## src/hw/rtl/packet_attack_filter_blacklist_defines.svh

```systemverilog
// Assertion helpers shared by the filter modules.
// Each macro expects clk and rst_n to be visible in the module that uses it.
`ifndef PACKET_ATTACK_FILTER_BLACKLIST_DEFINES_SVH
`define PACKET_ATTACK_FILTER_BLACKLIST_DEFINES_SVH

// Same-cycle implication, checked outside reset.
`define PAFB_ASSERT_IMPL(lbl, ante, cons) \
    lbl: assert property (@(posedge clk) disable iff (!rst_n) (ante) |-> (cons)) \
        else $error("pafb: same-cycle check failed");

// Next-cycle implication, checked outside reset.
`define PAFB_ASSERT_NEXT(lbl, ante, cons) \
    lbl: assert property (@(posedge clk) disable iff (!rst_n) (ante) |=> (cons)) \
        else $error("pafb: next-cycle check failed");

`endif

```

## src/hw/rtl/pafb_pkg.sv

```systemverilog
`timescale 1ns / 1ps

package pafb_pkg;

    // Packet class codes.
    typedef enum logic [2:0] {
        CLS_ARP   = 3'd0,
        CLS_ICMP  = 3'd1,
        CLS_IGMP  = 3'd2,
        CLS_TCP   = 3'd3,
        CLS_UDP   = 3'd4,
        CLS_OTHER = 3'd5,
        CLS_UNCL  = 3'd6
    } cls_t;

    // Verdict codes.
    typedef enum logic [2:0] {
        VERD_ACCEPT      = 3'd0,
        VERD_BLACKLISTED = 3'd1,
        VERD_LAND        = 3'd2,
        VERD_PORT_SCAN   = 3'd3,
        VERD_BAD_FLAGS   = 3'd4,
        VERD_TSUNAMI     = 3'd5,
        VERD_NOT_IP      = 3'd6,
        VERD_TRUNCATED   = 3'd7
    } verd_t;

    // Configuration register addresses.
    localparam logic [1:0] ADDR_SIZE_THRESHOLD = 2'd0;
    localparam logic [15:0] SIZE_THRESHOLD_RST = 16'd80;

    // Ethertypes.
    localparam logic [15:0] ETH_ARP  = 16'h0806;
    localparam logic [15:0] ETH_IPV4 = 16'h0800;

    // IP protocol numbers.
    localparam logic [7:0] PROTO_ICMP = 8'd1;
    localparam logic [7:0] PROTO_IGMP = 8'd2;
    localparam logic [7:0] PROTO_TCP  = 8'd6;
    localparam logic [7:0] PROTO_UDP  = 8'd17;

    // Frame byte positions.
    localparam logic [6:0] POS_ETYPE_HI = 7'd12;
    localparam logic [6:0] POS_ETYPE_LO = 7'd13;
    localparam logic [6:0] POS_IHL      = 7'd14;
    localparam logic [6:0] POS_L4_MIN   = 7'd15;
    localparam logic [6:0] POS_TLEN_HI  = 7'd16;
    localparam logic [6:0] POS_TLEN_LO  = 7'd17;
    localparam logic [6:0] POS_PROTO    = 7'd23;
    localparam logic [6:0] POS_SRC0     = 7'd26;
    localparam logic [6:0] POS_SRC1     = 7'd27;
    localparam logic [6:0] POS_SRC2     = 7'd28;
    localparam logic [6:0] POS_SRC3     = 7'd29;
    localparam logic [6:0] POS_DST0     = 7'd30;
    localparam logic [6:0] POS_DST1     = 7'd31;
    localparam logic [6:0] POS_DST2     = 7'd32;
    localparam logic [6:0] POS_DST3     = 7'd33;
    localparam logic [6:0] POS_MAX      = 7'd127;
    localparam logic [6:0] L4_OFFSET    = 7'd14;
    localparam logic [6:0] OFS_PORT_HI  = 7'd2;
    localparam logic [6:0] OFS_PORT_LO  = 7'd3;
    localparam logic [6:0] OFS_FLAGS    = 7'd13;

    // Allowed destination ports.
    localparam logic [15:0] PORT_FTP_DATA = 16'd20;
    localparam logic [15:0] PORT_FTP      = 16'd21;
    localparam logic [15:0] PORT_SSH      = 16'd22;
    localparam logic [15:0] PORT_DNS      = 16'd53;
    localparam logic [15:0] PORT_HTTP     = 16'd80;
    localparam logic [15:0] PORT_HTTPS    = 16'd443;

    // TCP flag patterns.
    localparam logic [5:0] FLAGS_NULL    = 6'h00;
    localparam logic [5:0] FLAGS_XMAS    = 6'h29;
    localparam logic [5:0] FLAGS_PSH     = 6'h08;
    localparam logic [5:0] FLAGS_ACK     = 6'h10;
    localparam logic [5:0] FLAGS_PSH_ACK = 6'h18;

    // Snapshot of one finished frame, partly decoded.
    typedef struct packed {
        logic        short_hdr;
        logic        is_arp;
        logic        is_ip;
        cls_t        pkt_class;
        logic        flags_seen;
        logic        port_ok;
        logic        flags_bad;
        logic        flags_pshack;
        logic        land;
        logic [15:0] ip_len;
        logic [31:0] src_addr;
    } eval_t;

    // One result item.
    typedef struct packed {
        cls_t        pkt_class;
        verd_t       verdict;
        logic [31:0] source_addr;
        logic        added;
    } res_t;

endpackage

```

## src/hw/rtl/packet_attack_filter_blacklist.sv

```systemverilog
`timescale 1ns / 1ps
`include "packet_attack_filter_blacklist_defines.svh"

// Byte-stream packet filter. One frame byte is taken per clock while input is
// not stalled, starting at the destination MAC. On the byte marked last, the
// captured header fields are snapshotted into a register; the verdict, class
// and source address are then registered into the output buffer once it has a
// free slot. The blacklist is a CAM of LIST_DEPTH entries searched in parallel;
// port-scan, bad-flag and tsunami verdicts insert the source, replacing the
// oldest entry once the list is full. Results queue in a two-entry output
// buffer; input is stalled only when that buffer is full and a finished frame
// is waiting for it.
// The size threshold register (byte address 0) should be written while idle.
module packet_attack_filter_blacklist
    import pafb_pkg::*;
#(
    parameter int LIST_DEPTH = 64
)
(
    input  logic        clk,
    input  logic        rst_n,
    input  logic        in_valid,
    output logic        in_stall,
    input  logic [7:0]  data_byte,
    input  logic        last_byte,
    output logic        out_valid,
    input  logic        out_stall,
    output logic [2:0]  pkt_class,
    output logic [2:0]  verdict,
    output logic [31:0] source_addr,
    output logic        added_to_list,
    input  logic        psel,
    input  logic        penable,
    input  logic        pwrite,
    input  logic [1:0]  paddr,
    input  logic [31:0] pwdata,
    output logic [31:0] prdata,
    output logic        pready
);

    logic [15:0] size_threshold_reg;
    logic        eval_valid;
    logic        eval_move;
    eval_t       eval_data;
    logic        cam_hit;
    logic        q_room;
    res_t        res;
    res_t        head;

    // Configuration register access.
    assign pready = 1'b1;
    assign prdata = (paddr == ADDR_SIZE_THRESHOLD) ? {16'd0, size_threshold_reg} : '0;

    always_ff @(posedge clk or negedge rst_n)
    begin
        if (!rst_n)
            size_threshold_reg <= SIZE_THRESHOLD_RST;
        else if (psel && penable && pwrite && pready && (paddr == ADDR_SIZE_THRESHOLD))
            size_threshold_reg <= pwdata[15:0];
    end

    // Field capture and frame snapshot.
    pafb_capture u_capture (
        .clk        (clk),
        .rst_n      (rst_n),
        .in_valid   (in_valid),
        .in_stall   (in_stall),
        .data_byte  (data_byte),
        .last_byte  (last_byte),
        .eval_move  (eval_move),
        .eval_valid (eval_valid),
        .eval_data  (eval_data)
    );

    // A snapshot moves on once the output buffer has a free slot.
    assign eval_move = eval_valid && q_room;

    // Blacklist lookup and insertion.
    pafb_cam #(
        .DEPTH (LIST_DEPTH)
    ) u_cam (
        .clk        (clk),
        .rst_n      (rst_n),
        .lookup_key (eval_data.src_addr),
        .hit        (cam_hit),
        .ins_en     (eval_move && res.added),
        .ins_key    (eval_data.src_addr)
    );

    // Verdict logic.
    pafb_judge u_judge (
        .eval_data      (eval_data),
        .cam_hit        (cam_hit),
        .size_threshold (size_threshold_reg),
        .res            (res)
    );

    // Result buffer.
    pafb_outq u_outq (
        .clk       (clk),
        .rst_n     (rst_n),
        .push      (eval_move),
        .push_data (res),
        .room      (q_room),
        .out_valid (out_valid),
        .out_stall (out_stall),
        .head      (head)
    );

    assign pkt_class     = head.pkt_class;
    assign verdict       = head.verdict;
    assign source_addr   = head.source_addr;
    assign added_to_list = head.added;

    `PAFB_ASSERT_IMPL(a_added_cause, eval_valid && res.added,
        res.verdict == VERD_PORT_SCAN || res.verdict == VERD_BAD_FLAGS ||
        res.verdict == VERD_TSUNAMI)
    `PAFB_ASSERT_IMPL(a_listed_not_added, eval_valid && cam_hit && eval_data.is_ip,
        !res.added)

endmodule

```

## src/hw/rtl/pafb_capture.sv

```systemverilog
`timescale 1ns / 1ps

module pafb_capture
    import pafb_pkg::*;
(
    input  logic        clk,
    input  logic        rst_n,
    input  logic        in_valid,
    output logic        in_stall,
    input  logic [7:0]  data_byte,
    input  logic        last_byte,
    input  logic        eval_move,
    output logic        eval_valid,
    output eval_t       eval_data
);

    logic [6:0]  byte_count_reg,    byte_count_next;
    logic [3:0]  header_words_reg,  header_words_next;
    logic [15:0] ether_kind_reg,    ether_kind_next;
    logic [7:0]  ip_proto_reg,      ip_proto_next;
    logic [15:0] ip_total_len_reg,  ip_total_len_next;
    logic [31:0] src_addr_reg,      src_addr_next;
    logic [31:0] dst_addr_reg,      dst_addr_next;
    logic [15:0] dest_port_reg,     dest_port_next;
    logic [5:0]  tcp_flag_bits_reg, tcp_flag_bits_next;
    logic        flags_seen_reg,    flags_seen_next;
    logic        eval_valid_reg,    eval_valid_next;
    eval_t       eval_reg,          eval_next;
    logic [6:0]  l4_start;
    logic        accept;

    assign in_stall   = eval_valid_reg && !eval_move;
    assign accept     = in_valid && !in_stall;
    assign eval_valid = eval_valid_reg;
    assign eval_data  = eval_reg;

    // Start of the header that follows the IP header.
    assign l4_start = L4_OFFSET + {1'b0, header_words_reg, 2'b00};

    // Field capture by byte position.
    always_comb
    begin
        header_words_next  = header_words_reg;
        ether_kind_next    = ether_kind_reg;
        ip_proto_next      = ip_proto_reg;
        ip_total_len_next  = ip_total_len_reg;
        src_addr_next      = src_addr_reg;
        dst_addr_next      = dst_addr_reg;
        dest_port_next     = dest_port_reg;
        tcp_flag_bits_next = tcp_flag_bits_reg;
        flags_seen_next    = flags_seen_reg;

        case (byte_count_reg)
            POS_ETYPE_HI: ether_kind_next[15:8]   = data_byte;
            POS_ETYPE_LO: ether_kind_next[7:0]    = data_byte;
            POS_IHL:      header_words_next       = data_byte[3:0];
            POS_TLEN_HI:  ip_total_len_next[15:8] = data_byte;
            POS_TLEN_LO:  ip_total_len_next[7:0]  = data_byte;
            POS_PROTO:    ip_proto_next           = data_byte;
            POS_SRC0:     src_addr_next[31:24]    = data_byte;
            POS_SRC1:     src_addr_next[23:16]    = data_byte;
            POS_SRC2:     src_addr_next[15:8]     = data_byte;
            POS_SRC3:     src_addr_next[7:0]      = data_byte;
            POS_DST0:     dst_addr_next[31:24]    = data_byte;
            POS_DST1:     dst_addr_next[23:16]    = data_byte;
            POS_DST2:     dst_addr_next[15:8]     = data_byte;
            POS_DST3:     dst_addr_next[7:0]      = data_byte;
            default:      ;
        endcase

        // Port and flag bytes may overlap the IP fields when the header length is below five words.
        if (byte_count_reg >= POS_L4_MIN)
        begin
            if (byte_count_reg == l4_start + OFS_PORT_HI)
                dest_port_next[15:8] = data_byte;
            if (byte_count_reg == l4_start + OFS_PORT_LO)
                dest_port_next[7:0] = data_byte;
            if (byte_count_reg == l4_start + OFS_FLAGS)
            begin
                tcp_flag_bits_next = data_byte[5:0];
                flags_seen_next    = 1'b1;
            end
        end

        if (byte_count_reg == POS_MAX)
            byte_count_next = byte_count_reg;
        else
            byte_count_next = byte_count_reg + 7'd1;
    end

    // Decode of the finished frame, taken on the last byte.
    always_comb
    begin
        eval_next.short_hdr  = byte_count_reg < POS_ETYPE_LO;
        eval_next.is_arp     = ether_kind_next == ETH_ARP;
        eval_next.is_ip      = ether_kind_next == ETH_IPV4;
        eval_next.flags_seen = flags_seen_next;
        eval_next.ip_len     = ip_total_len_next;
        eval_next.src_addr   = src_addr_next;
        eval_next.land       = src_addr_next == dst_addr_next;
        eval_next.port_ok    = dest_port_next inside {PORT_FTP_DATA, PORT_FTP, PORT_SSH,
                                                      PORT_DNS, PORT_HTTP, PORT_HTTPS};
        eval_next.flags_bad    = tcp_flag_bits_next inside {FLAGS_XMAS, FLAGS_NULL};
        eval_next.flags_pshack = tcp_flag_bits_next inside {FLAGS_PSH, FLAGS_ACK,
                                                            FLAGS_PSH_ACK};
        case (ip_proto_next)
            PROTO_ICMP: eval_next.pkt_class = CLS_ICMP;
            PROTO_IGMP: eval_next.pkt_class = CLS_IGMP;
            PROTO_TCP:  eval_next.pkt_class = CLS_TCP;
            PROTO_UDP:  eval_next.pkt_class = CLS_UDP;
            default:    eval_next.pkt_class = CLS_OTHER;
        endcase
    end

    // The snapshot register holds a frame until the judge stage takes it.
    always_comb
    begin
        if (accept && last_byte)
            eval_valid_next = 1'b1;
        else if (eval_move)
            eval_valid_next = 1'b0;
        else
            eval_valid_next = eval_valid_reg;
    end

    // Frame state; cleared after the last byte.
    always_ff @(posedge clk or negedge rst_n)
    begin
        if (!rst_n)
        begin
            byte_count_reg    <= '0;
            header_words_reg  <= '0;
            ether_kind_reg    <= '0;
            ip_proto_reg      <= '0;
            ip_total_len_reg  <= '0;
            src_addr_reg      <= '0;
            dst_addr_reg      <= '0;
            dest_port_reg     <= '0;
            tcp_flag_bits_reg <= '0;
            flags_seen_reg    <= 1'b0;
            eval_valid_reg    <= 1'b0;
        end
        else
        begin
            eval_valid_reg <= eval_valid_next;
            if (accept)
            begin
                if (last_byte)
                begin
                    byte_count_reg    <= '0;
                    header_words_reg  <= '0;
                    ether_kind_reg    <= '0;
                    ip_proto_reg      <= '0;
                    ip_total_len_reg  <= '0;
                    src_addr_reg      <= '0;
                    dst_addr_reg      <= '0;
                    dest_port_reg     <= '0;
                    tcp_flag_bits_reg <= '0;
                    flags_seen_reg    <= 1'b0;
                end
                else
                begin
                    byte_count_reg    <= byte_count_next;
                    header_words_reg  <= header_words_next;
                    ether_kind_reg    <= ether_kind_next;
                    ip_proto_reg      <= ip_proto_next;
                    ip_total_len_reg  <= ip_total_len_next;
                    src_addr_reg      <= src_addr_next;
                    dst_addr_reg      <= dst_addr_next;
                    dest_port_reg     <= dest_port_next;
                    tcp_flag_bits_reg <= tcp_flag_bits_next;
                    flags_seen_reg    <= flags_seen_next;
                end
            end
        end
    end

    // Snapshot payload.
    always_ff @(posedge clk)
    begin
        if (accept && last_byte)
            eval_reg <= eval_next;
    end

endmodule

```

## src/hw/rtl/pafb_cam.sv

```systemverilog
`timescale 1ns / 1ps
`include "packet_attack_filter_blacklist_defines.svh"

module pafb_cam
    import pafb_pkg::*;
#(
    parameter int DEPTH = 64
)
(
    input  logic        clk,
    input  logic        rst_n,
    input  logic [31:0] lookup_key,
    output logic        hit,
    input  logic        ins_en,
    input  logic [31:0] ins_key
);

    localparam int PTR_W = (DEPTH > 1) ? $clog2(DEPTH) : 1;
    localparam logic [PTR_W-1:0] PTR_LAST = PTR_W'(DEPTH - 1);

    logic [31:0]      entries_reg [DEPTH];
    logic [DEPTH-1:0] valid_reg;
    logic [PTR_W-1:0] ptr_reg, ptr_next;
    logic [DEPTH-1:0] hit_vec;

    // Compare every valid entry against the key in parallel.
    always_comb
    begin
        for (int i = 0; i < DEPTH; i++)
            hit_vec[i] = valid_reg[i] && (entries_reg[i] == lookup_key);
    end

    assign hit = |hit_vec;

    // Oldest-first replacement pointer.
    assign ptr_next = (ptr_reg == PTR_LAST) ? '0 : ptr_reg + 1'b1;

    always_ff @(posedge clk or negedge rst_n)
    begin
        if (!rst_n)
        begin
            valid_reg <= '0;
            ptr_reg   <= '0;
        end
        else if (ins_en)
        begin
            valid_reg[ptr_reg] <= 1'b1;
            ptr_reg            <= ptr_next;
        end
    end

    // Entry storage; unwritten entries are masked by their valid bits.
    always_ff @(posedge clk)
    begin
        if (ins_en)
            entries_reg[ptr_reg] <= ins_key;
    end

    `PAFB_ASSERT_NEXT(a_insert_kept, ins_en,
        valid_reg[$past(ptr_reg)] && (entries_reg[$past(ptr_reg)] == $past(ins_key)))

endmodule

```

## src/hw/rtl/pafb_judge.sv

```systemverilog
`timescale 1ns / 1ps

module pafb_judge
    import pafb_pkg::*;
(
    input  eval_t       eval_data,
    input  logic        cam_hit,
    input  logic [15:0] size_threshold,
    output res_t        res
);

    // Checks in priority order; only the last three add to the list.
    always_comb
    begin
        res.added       = 1'b0;
        res.source_addr = '0;
        res.verdict     = VERD_ACCEPT;
        res.pkt_class   = CLS_UNCL;
        if (eval_data.short_hdr)
        begin
            res.pkt_class = CLS_UNCL;
            res.verdict   = VERD_TRUNCATED;
        end
        else if (eval_data.is_arp)
        begin
            res.pkt_class = CLS_ARP;
            res.verdict   = VERD_NOT_IP;
        end
        else if (!eval_data.is_ip)
        begin
            res.pkt_class = CLS_UNCL;
            res.verdict   = VERD_NOT_IP;
        end
        else
        begin
            res.pkt_class   = eval_data.pkt_class;
            res.source_addr = eval_data.src_addr;
            if (!eval_data.flags_seen)
                res.verdict = VERD_TRUNCATED;
            else if (cam_hit)
                res.verdict = VERD_BLACKLISTED;
            else if (eval_data.land)
                res.verdict = VERD_LAND;
            else if (!eval_data.port_ok)
            begin
                res.verdict = VERD_PORT_SCAN;
                res.added   = 1'b1;
            end
            else if (eval_data.flags_bad)
            begin
                res.verdict = VERD_BAD_FLAGS;
                res.added   = 1'b1;
            end
            else if (!eval_data.flags_pshack && (eval_data.ip_len > size_threshold))
            begin
                res.verdict = VERD_TSUNAMI;
                res.added   = 1'b1;
            end
        end
    end

endmodule

```

## src/hw/rtl/pafb_outq.sv

```systemverilog
`timescale 1ns / 1ps
`include "packet_attack_filter_blacklist_defines.svh"

module pafb_outq
    import pafb_pkg::*;
(
    input  logic clk,
    input  logic rst_n,
    input  logic push,
    input  res_t push_data,
    output logic room,
    output logic out_valid,
    input  logic out_stall,
    output res_t head
);

    logic [1:0] count_reg, count_next;
    res_t       slot0_reg, slot1_reg;
    logic       pop;

    assign room      = count_reg != 2'd2;
    assign out_valid = count_reg != 2'd0;
    assign pop       = out_valid && !out_stall;
    assign head      = slot0_reg;

    // Occupancy count.
    always_comb
    begin
        count_next = count_reg;
        if (push && !pop)
            count_next = count_reg + 2'd1;
        else if (pop && !push)
            count_next = count_reg - 2'd1;
    end

    always_ff @(posedge clk or negedge rst_n)
    begin
        if (!rst_n)
            count_reg <= '0;
        else
            count_reg <= count_next;
    end

    // Slot 0 is the head; slot 1 holds a result while the head is stalled.
    always_ff @(posedge clk)
    begin
        if (pop)
        begin
            if (push && (count_reg == 2'd1))
                slot0_reg <= push_data;
            else
                slot0_reg <= slot1_reg;
            if (push && (count_reg == 2'd2))
                slot1_reg <= push_data;
        end
        else if (push)
        begin
            if (count_reg == 2'd0)
                slot0_reg <= push_data;
            else
                slot1_reg <= push_data;
        end
    end

    `PAFB_ASSERT_IMPL(a_no_overflow, push, count_reg != 2'd2)
    `PAFB_ASSERT_NEXT(a_drain_one, pop && !push, count_reg == $past(count_reg) - 2'd1)

endmodule

```

## config.mk

```make
export PLATFORM = sky130hd
export DESIGN_NAME = packet_attack_filter_blacklist
export DESIGN_NICKNAME = d
export VERILOG_FILES = /design/src/hw/rtl/pafb_pkg.sv /design/src/hw/rtl/packet_attack_filter_blacklist.sv /design/src/hw/rtl/pafb_capture.sv /design/src/hw/rtl/pafb_cam.sv /design/src/hw/rtl/pafb_judge.sv /design/src/hw/rtl/pafb_outq.sv
export VERILOG_INCLUDE_DIRS = /design/src /design/src/hw/rtl
export SDC_FILE = /design/constraint.sdc
export NUM_CORES = 2
export LEC_CHECK = 0
export BUFFER_PORTS_ARGS = -buffer_cell sky130_fd_sc_hd__buf_2
export CORE_ASPECT_RATIO = 1.25
export CORE_UTILIZATION = 43
export CTS_BUF_LIST = sky130_fd_sc_hd__clkbuf_8
export DETAILED_ROUTE_END_ITERATION = 8
export GPL_TIMING_DRIVEN = 1
export HOLD_SLACK_MARGIN = 0.02
export PLACE_DENSITY = 0.67
export SYNTH_ARGS = -nofsm -noshare
export SYNTH_HDL_FRONTEND = slang
export SYNTH_SLANG_ARGS = --single-unit
```

## constraint.sdc

```tcl
create_clock -name clk -period 9.15 [get_ports clk]
set_input_delay 0.915 -clock clk [delete_from_list [all_inputs] [get_ports clk]]
set_output_delay 0.915 -clock clk [all_outputs]
set_load 0.01 [all_outputs]
```

Word-level counts from Yosys, hierarchy flattened
Memory sizes are Yosys's and may differ from the RTL's.
Cells that the tools add are included.
W data, S select, Z words.

word-level totals
  register bits = 364
  bits in latches = 0
  memory bits (writable) = 2048
  memory bits (read-only) = 0
  input port bits = 50
  output and inout port bits = 74
  word-level logic and storage cells = 325
  memories kept = 1

memory list
  memory             words  width  read ports  clocked after memory_dff  wr ports  RTL line        text
  u_cam.entries_reg  64     32     64          0                         1         pafb_cam.sv:21  logic [31:0] entries_reg [DEPTH];

operators by class
  add/subtract/negate cells = 8
  multiply operators = 0
  divide/modulo/power cells = 0
  order comparisons = 5
  eq/ne operators = 106
  shifts and indexed selects = 0
  mux-type cells = 69
  bitwise logic cells = 1
  reduce and logical (&&, ||, !) cells = 101

operator list
  cell                    number
  $eq A32 B32 Y1          65
  $mux W39                8
  $mux W8                 16
  $mux W33                3
  $mux W16                5
  $logic_and A1 B1 Y1     79
  $mux W32                2
  $or A64 B64 Y64         1
  $reduce_or A64 Y1       1
  $eq A7 B5 Y1 const B    9
  $eq A16 B5 Y1 const B   3
  $mux W6                 7
  $eq A16 B12 Y1 const B  2
  $eq A7 B4 Y1 const B    3
  $eq A7 B7 Y1            3
  $mux W3                 6
  $eq A16 B6 Y1 const B   1
  $eq A16 B7 Y1 const B   1
  $eq A16 B9 Y1 const B   1
  $gt A16 B16 Y1          1
  $add A7 B2 Y7 const B   2
  $eq A7 B6 Y1 const B    2
  $mux W1                 14
  $mux W7                 2
  other kinds (34)        53

Logic depth before layout (Yosys ltp)
  word-level depth = 14
  gate-level depth with buffers = 16

Cells and area by module
From an unflattened synthesis, not the netlist that was laid out.

unflattened totals
  cells, all modules = 6689
  area total of the unflattened synthesis = 103463.0 um2

modules (own cells, without submodules)
  module                          instances  cells each  area each (um2)  seq. area each (um2)
  pafb_cam                        1          5357        88641.3          63250.7
  pafb_capture                    1          1006        10134.7          5250.0
  pafb_outq                       1          141         3007.9           2392.3
  packet_attack_filter_blacklist  1          74          925.9            402.9
  pafb_judge                      1          111         753.2            0.0

Least setup slack after synthesis
OpenSTA, ideal clock, no wires.

  path type = register to register
  start point = register u_capture.eval_reg (netlist bit u_capture.eval_data[27])
  end point = memory u_cam.entries_reg[59][0] (enable)
  library setup time = 392 ps
  data arrival time = 4652 ps
  setup slack = 4105 ps
  stages on the path, launching flop included = 14
  path buffers = 4
  clock period less this slack = 5045 ps
  cells stage by stage = edfxtp_1 > buf_4 > buf_4 > xor2_1 > nor3_1 > nand3_1 > nor4_1 > or4_1 > or4_1 > or4_4 > nor2_8 > buf_8 > buf_6 > and3_1

between the ends
  longest elaborated chain between the ends = 11

RTL lines
  item                               RTL line                              text
  from (decl)                        pafb_capture.sv:28                    eval_t eval_reg, eval_next;
  from (signal assigned)             pafb_capture.sv:182                   eval_reg <= eval_next;
  $eq A32 B32 Y1                     pafb_cam.sv:30                        hit_vec[i] = valid_reg[i] && (entries_reg[i] == lookup_key);
  $logic_and A1 B1 Y1                pafb_cam.sv:30
  $reduce_or A64 Y1 (*)              pafb_cam.sv:33                        assign hit = |hit_vec;
  $mux W1 (*)                        pafb_judge.sv:40                      else if (cam_hit)
  $mux W1 (*)                        pafb_judge.sv:38                      if (!eval_data.flags_seen)
  $mux W33 (*)                       pafb_judge.sv:29                      else if (!eval_data.is_ip)
  $mux W33 (*)                       pafb_judge.sv:24                      else if (eval_data.is_arp)
  $mux W33 (*)                       pafb_judge.sv:19                      if (eval_data.short_hdr)
  $logic_and A1 B1 Y1 (*)            packet_attack_filter_blacklist.sv:86  .ins_en (eval_move && res.added),
  $mux W1 (*)                        pafb_cam.sv:55                        if (ins_en)
  $mux W1 (implied by the code) (*)  pafb_cam.sv:56                        entries_reg[ptr_reg] <= ins_key;
  to (decl)                          pafb_cam.sv:21

Mark *: on every way between the ends. The rest lies on a longest branch, timed or not.

Final worst setup path
  start point = register u_capture.eval_reg (netlist bit u_capture.eval_data[6])
  end point = memory u_cam.entries_reg[55][18] (enable)

The elaborated chain is that of the path after synthesis.

==> impl_metrics.env <==
export IMPL_max_freq_mhz=149
export IMPL_fin_area_mm2=0.121
export IMPL_slew_headroom_pct=15.3
export IMPL_period_minus_slack_ns=6.72
export IMPL_seq_area_frac_synth_pct=65.7
export IMPL_numCtsBuffers=365
export IMPL_leakage_nw=41.2
export IMPL_pwr_density_cell_mw_per_mm2=186
export IMPL_core_mm2=0.250
export IMPL_drtIter0Drc=6553
export IMPL_drc=6
export IMPL_wl_per_cell_um=25.4
export IMPL_area_growth_pct=11.2
export IMPL_chipWidth_um=451
export IMPL_maxCapViolCount=0
export IMPL_worstPathArrival_ns=7.34
export IMPL_cts_setup_buffers=0
export IMPL_h_tree_depth=5
export IMPL_largest_reg_flops=2048
export IMPL_fin_crit_sh_pct=73.4
export IMPL_switching_power_mw=5.56
export IMPL_synth_fa_ha_area_share_pct=0.323
export IMPL_layout_common_cells="2,185 x edfxtp_1, 1,396 x xor2_1, 697 x xnor2_1"
export IMPL_synth_area_per_cell_um2=14.2
export IMPL_swShare_pct=24.7
export IMPL_cts_tree="done"
export IMPL_initial_core_util_pct=43.4
export IMPL_wirelength_um=296000
export IMPL_post_dp_cell_area_mm2=0.114
export IMPL_io_pins=124
export IMPL_dp_hpwl_um=179000
export IMPL_drive_above_1_share_pct=11.7
export IMPL_hold_class="in2reg"
export IMPL_r2r_cells=12
export IMPL_grtUsageTotal_pct=22.8
export IMPL_status="finished with violations"
export IMPL_internal_power_mw=16.9
export IMPL_synth_top_family_by_area="XOR/XNOR gates"
export IMPL_r2r_slack_ns=2.43
export IMPL_path_clk_slew_ns=0.07
export IMPL_required_ns=9.77
export IMPL_p_seq_share_pct=54.6
export IMPL_holdPathStages=3
export IMPL_layout_commonest_cell="edfxtp_1"
export IMPL_gp_congestion=0.910
export IMPL_power_frac_clock_pct=37.7
export IMPL_viasPerCell=5.71
export IMPL_min_to="size_threshold_reg[1]"
export IMPL_drt_pass1_iterations=9
export IMPL_synthFlopType="edfxtp_1"
export IMPL_grt_antenna_before_repair=15
export IMPL_ys_types=72
export IMPL_synthSimpleGateAreaFrac_pct=11.5
export IMPL_postSynth_asyncResetShare_pct=9.41
export IMPL_ys_warn_count=0
export IMPL_cts_sinks=2412
export IMPL_die_area_mm2=0.254
export IMPL_yosys_area_top_type_share_pct=60.5
export IMPL_slew_viol_final=0
export IMPL_r2r_start="u_capture.eval_data[6]"
export IMPL_numPortBuffers=90
export IMPL_setup_viol=0
export IMPL_hold_violations=0
export IMPL_power_mw=22.5
export IMPL_tightest_slew_ns=1.27
export IMPL_grt_start_max_net_pins=160
export IMPL_vias=66468
export IMPL_setup_tns_ns=0
export IMPL_yosys_register_bits=2412
export IMPL_startpoint_type="flop"
export IMPL_antenna_left=0
export IMPL_r2r_end="u_cam.entries_reg[55][18]"
export IMPL_clk_latency_ns=1.02
export IMPL_syn_cell_area_mm2=0.108
export IMPL_cp_max_fo=29
export IMPL_cts_root_buf="clkbuf_8"
export IMPL_ys_top_cells_by_area="edfxtp_1 60%, xor2_1 11%, xnor2_1 5.6%, dfrtp_1 5.2%, nor4_1 3.8%"
export IMPL_overflow=0
export IMPL_final_nets=8089
export IMPL_cts_hold_buf=1
export IMPL_die_h_um=564
export IMPL_end_kind="flop"
export IMPL_violations="DRC"
export IMPL_p_comb_share_pct=7.7
export IMPL_synth_mux_area_share_pct=0.567
export IMPL_synth_edf_count=2185
export IMPL_worstSetupPathType="reg2reg"
export IMPL_first_global_vias=66965
export IMPL_ctsResizeCount=0
export IMPL_synth_xor_area_share_pct=16.9
export IMPL_fin_skew_ns=0.105
export IMPL_netlist_instances=7630
export IMPL_clockBufferDepth=4
export IMPL_hp_start="pwdata[1]"
export IMPL_synth_compound_area_share_pct=2.64
export IMPL_ir_drop_v=0.000107
export IMPL_fp_row_count=205
export IMPL_grt_pass1_wl_um=436000
export IMPL_final_core_util_pct=48.2
export IMPL_yosys_area_top_type="edfxtp_1"
export IMPL_rsz0062_at_grt="no"
[metal layers]
| layer | vias up | wire, µm | share of wire, % | global-route usage (%) |
|---|---|---|---|---|
| met5 | - | 14 | 0.0047 | 0 |
| met4 | 2 | 15600 | 5.3 | 11.5 |
| met2 | 2702 | 143000 | 48 | 38.2 |
| met1 | 33707 | 117000 | 40 | 28.9 |
| li1 | 29420 | - | - | - |
| met3 | 637 | 19400 | 6.6 | 3.17 |
[final cells by class]
cell class,instances,area [µm²]
diodes,17,42.5
clock buffers,400,5510
clock inverters,261,1350
fillers,21292,129000
inverters,70,263
multi-input cells,4777,34800
flip-flops and latches,2412,71300
well taps,3312,4140
repair buffers,385,3240
[kinds of logic after synthesis]
| logic type | count (synthesis) |
|---|---|
| AO/OA/AOI/OAI | 422 |
| adder cells (fa/ha/maj) | 28 |
| buffers and inverters | 456 |
| AND/OR/NAND/NOR | 2158 |
| other | 2 |
| multiplexers | 59 |
| XOR/XNOR | 2093 |
| flip-flops | 2412 |
[through the flow]
stage          setup slack (ns)  hold slack (ns)  instances
2_1_floorplan              4.11            0.445       7645
3_3_place_gp               2.67            0.461      10955
3_5_place_dp               2.56            0.471      10955
4_1_cts                    2.51            0.103      11617
5_1_grt                    2.38            0.139      11628
6_report                   2.43            0.173      11634
[cell usage after synthesis, types with 4 or more instances]
| library cell | instances |
|---|---|
| nand4_1 | 353 |
| nand4b_1 | 65 |
| a21o_1 | 4 |
| and2_1 | 37 |
| mux2i_1 | 39 |
| or2_2 | 10 |
| a22oi_1 | 70 |
| ha_1 | 28 |
| a22o_1 | 46 |
| or4_1 | 44 |
| a2111oi_0 | 4 |
| xnor2_1 | 697 |
| inv_1 | 69 |
| o21ai_0 | 146 |
| and4_1 | 11 |
| a31o_1 | 23 |
| o22ai_1 | 20 |
| or3_1 | 15 |
| nor3b_1 | 14 |
| a21oi_1 | 30 |
| buf_1 | 10 |
| nand2b_1 | 22 |
| clkbuf_2 | 4 |
| or3b_2 | 24 |
| buf_2 | 88 |
| nor4b_1 | 40 |
| nand3_1 | 146 |
| mux2_2 | 18 |
| nor2b_1 | 21 |
| dfrtp_1 | 225 |
| nor2_1 | 83 |
| a31o_2 | 43 |
| nor4_1 | 662 |
| nor3_1 | 151 |
| buf_4 | 149 |
| a31oi_1 | 5 |
| buf_6 | 22 |
| edfxtp_1 | 2185 |
| nand2_1 | 370 |
| xor2_1 | 1396 |
| clkbuf_1 | 112 |
| and3_1 | 79 |
[worst max-delay path, cell delays in order, from the launching register on]
cell      delay, ns
edfxtp_1       1.18
buf_4          0.54
xor2_1         0.26
nor4_1         0.09
nand4_1        0.12
nor4_1         0.11
nor4_1         1.04
nand4_1        0.32
or4_4          0.69
nor2_8         0.57
buf_4          0.48
and3_1         0.51
buf_4          0.41
[power groups by stage]
stage	logic [mW]	clock network, mW	registers, mW
2_1_floorplan	0.987	0	12.6
3_3_place_gp	1.69	0	12.5
3_5_place_dp	1.72	0	12.5
4_1_cts	1.73	8.63	12.3
5_1_grt	1.85	9.06	12.3
6_report	1.73	8.48	12.3
[how the worst max path moves through the flow]
stage	to	slack, ns	start	cells after the start
floorplan	u_cam.entries_reg[59][0]	4.11	u_capture.eval_data[27]	13
global placement	u_cam.entries_reg[18][9]	2.67	u_capture.eval_data[28]	13
detailed placement	u_cam.entries_reg[18][9]	2.56	u_capture.eval_data[5]	12
CTS	u_cam.entries_reg[18][12]	2.51	u_capture.eval_data[5]	12
global route	u_cam.entries_reg[18][14]	2.38	u_capture.eval_data[28]	13
finish	u_cam.entries_reg[55][18]	2.43	u_capture.eval_data[6]	12
Power figures use the tool's default switching activity.
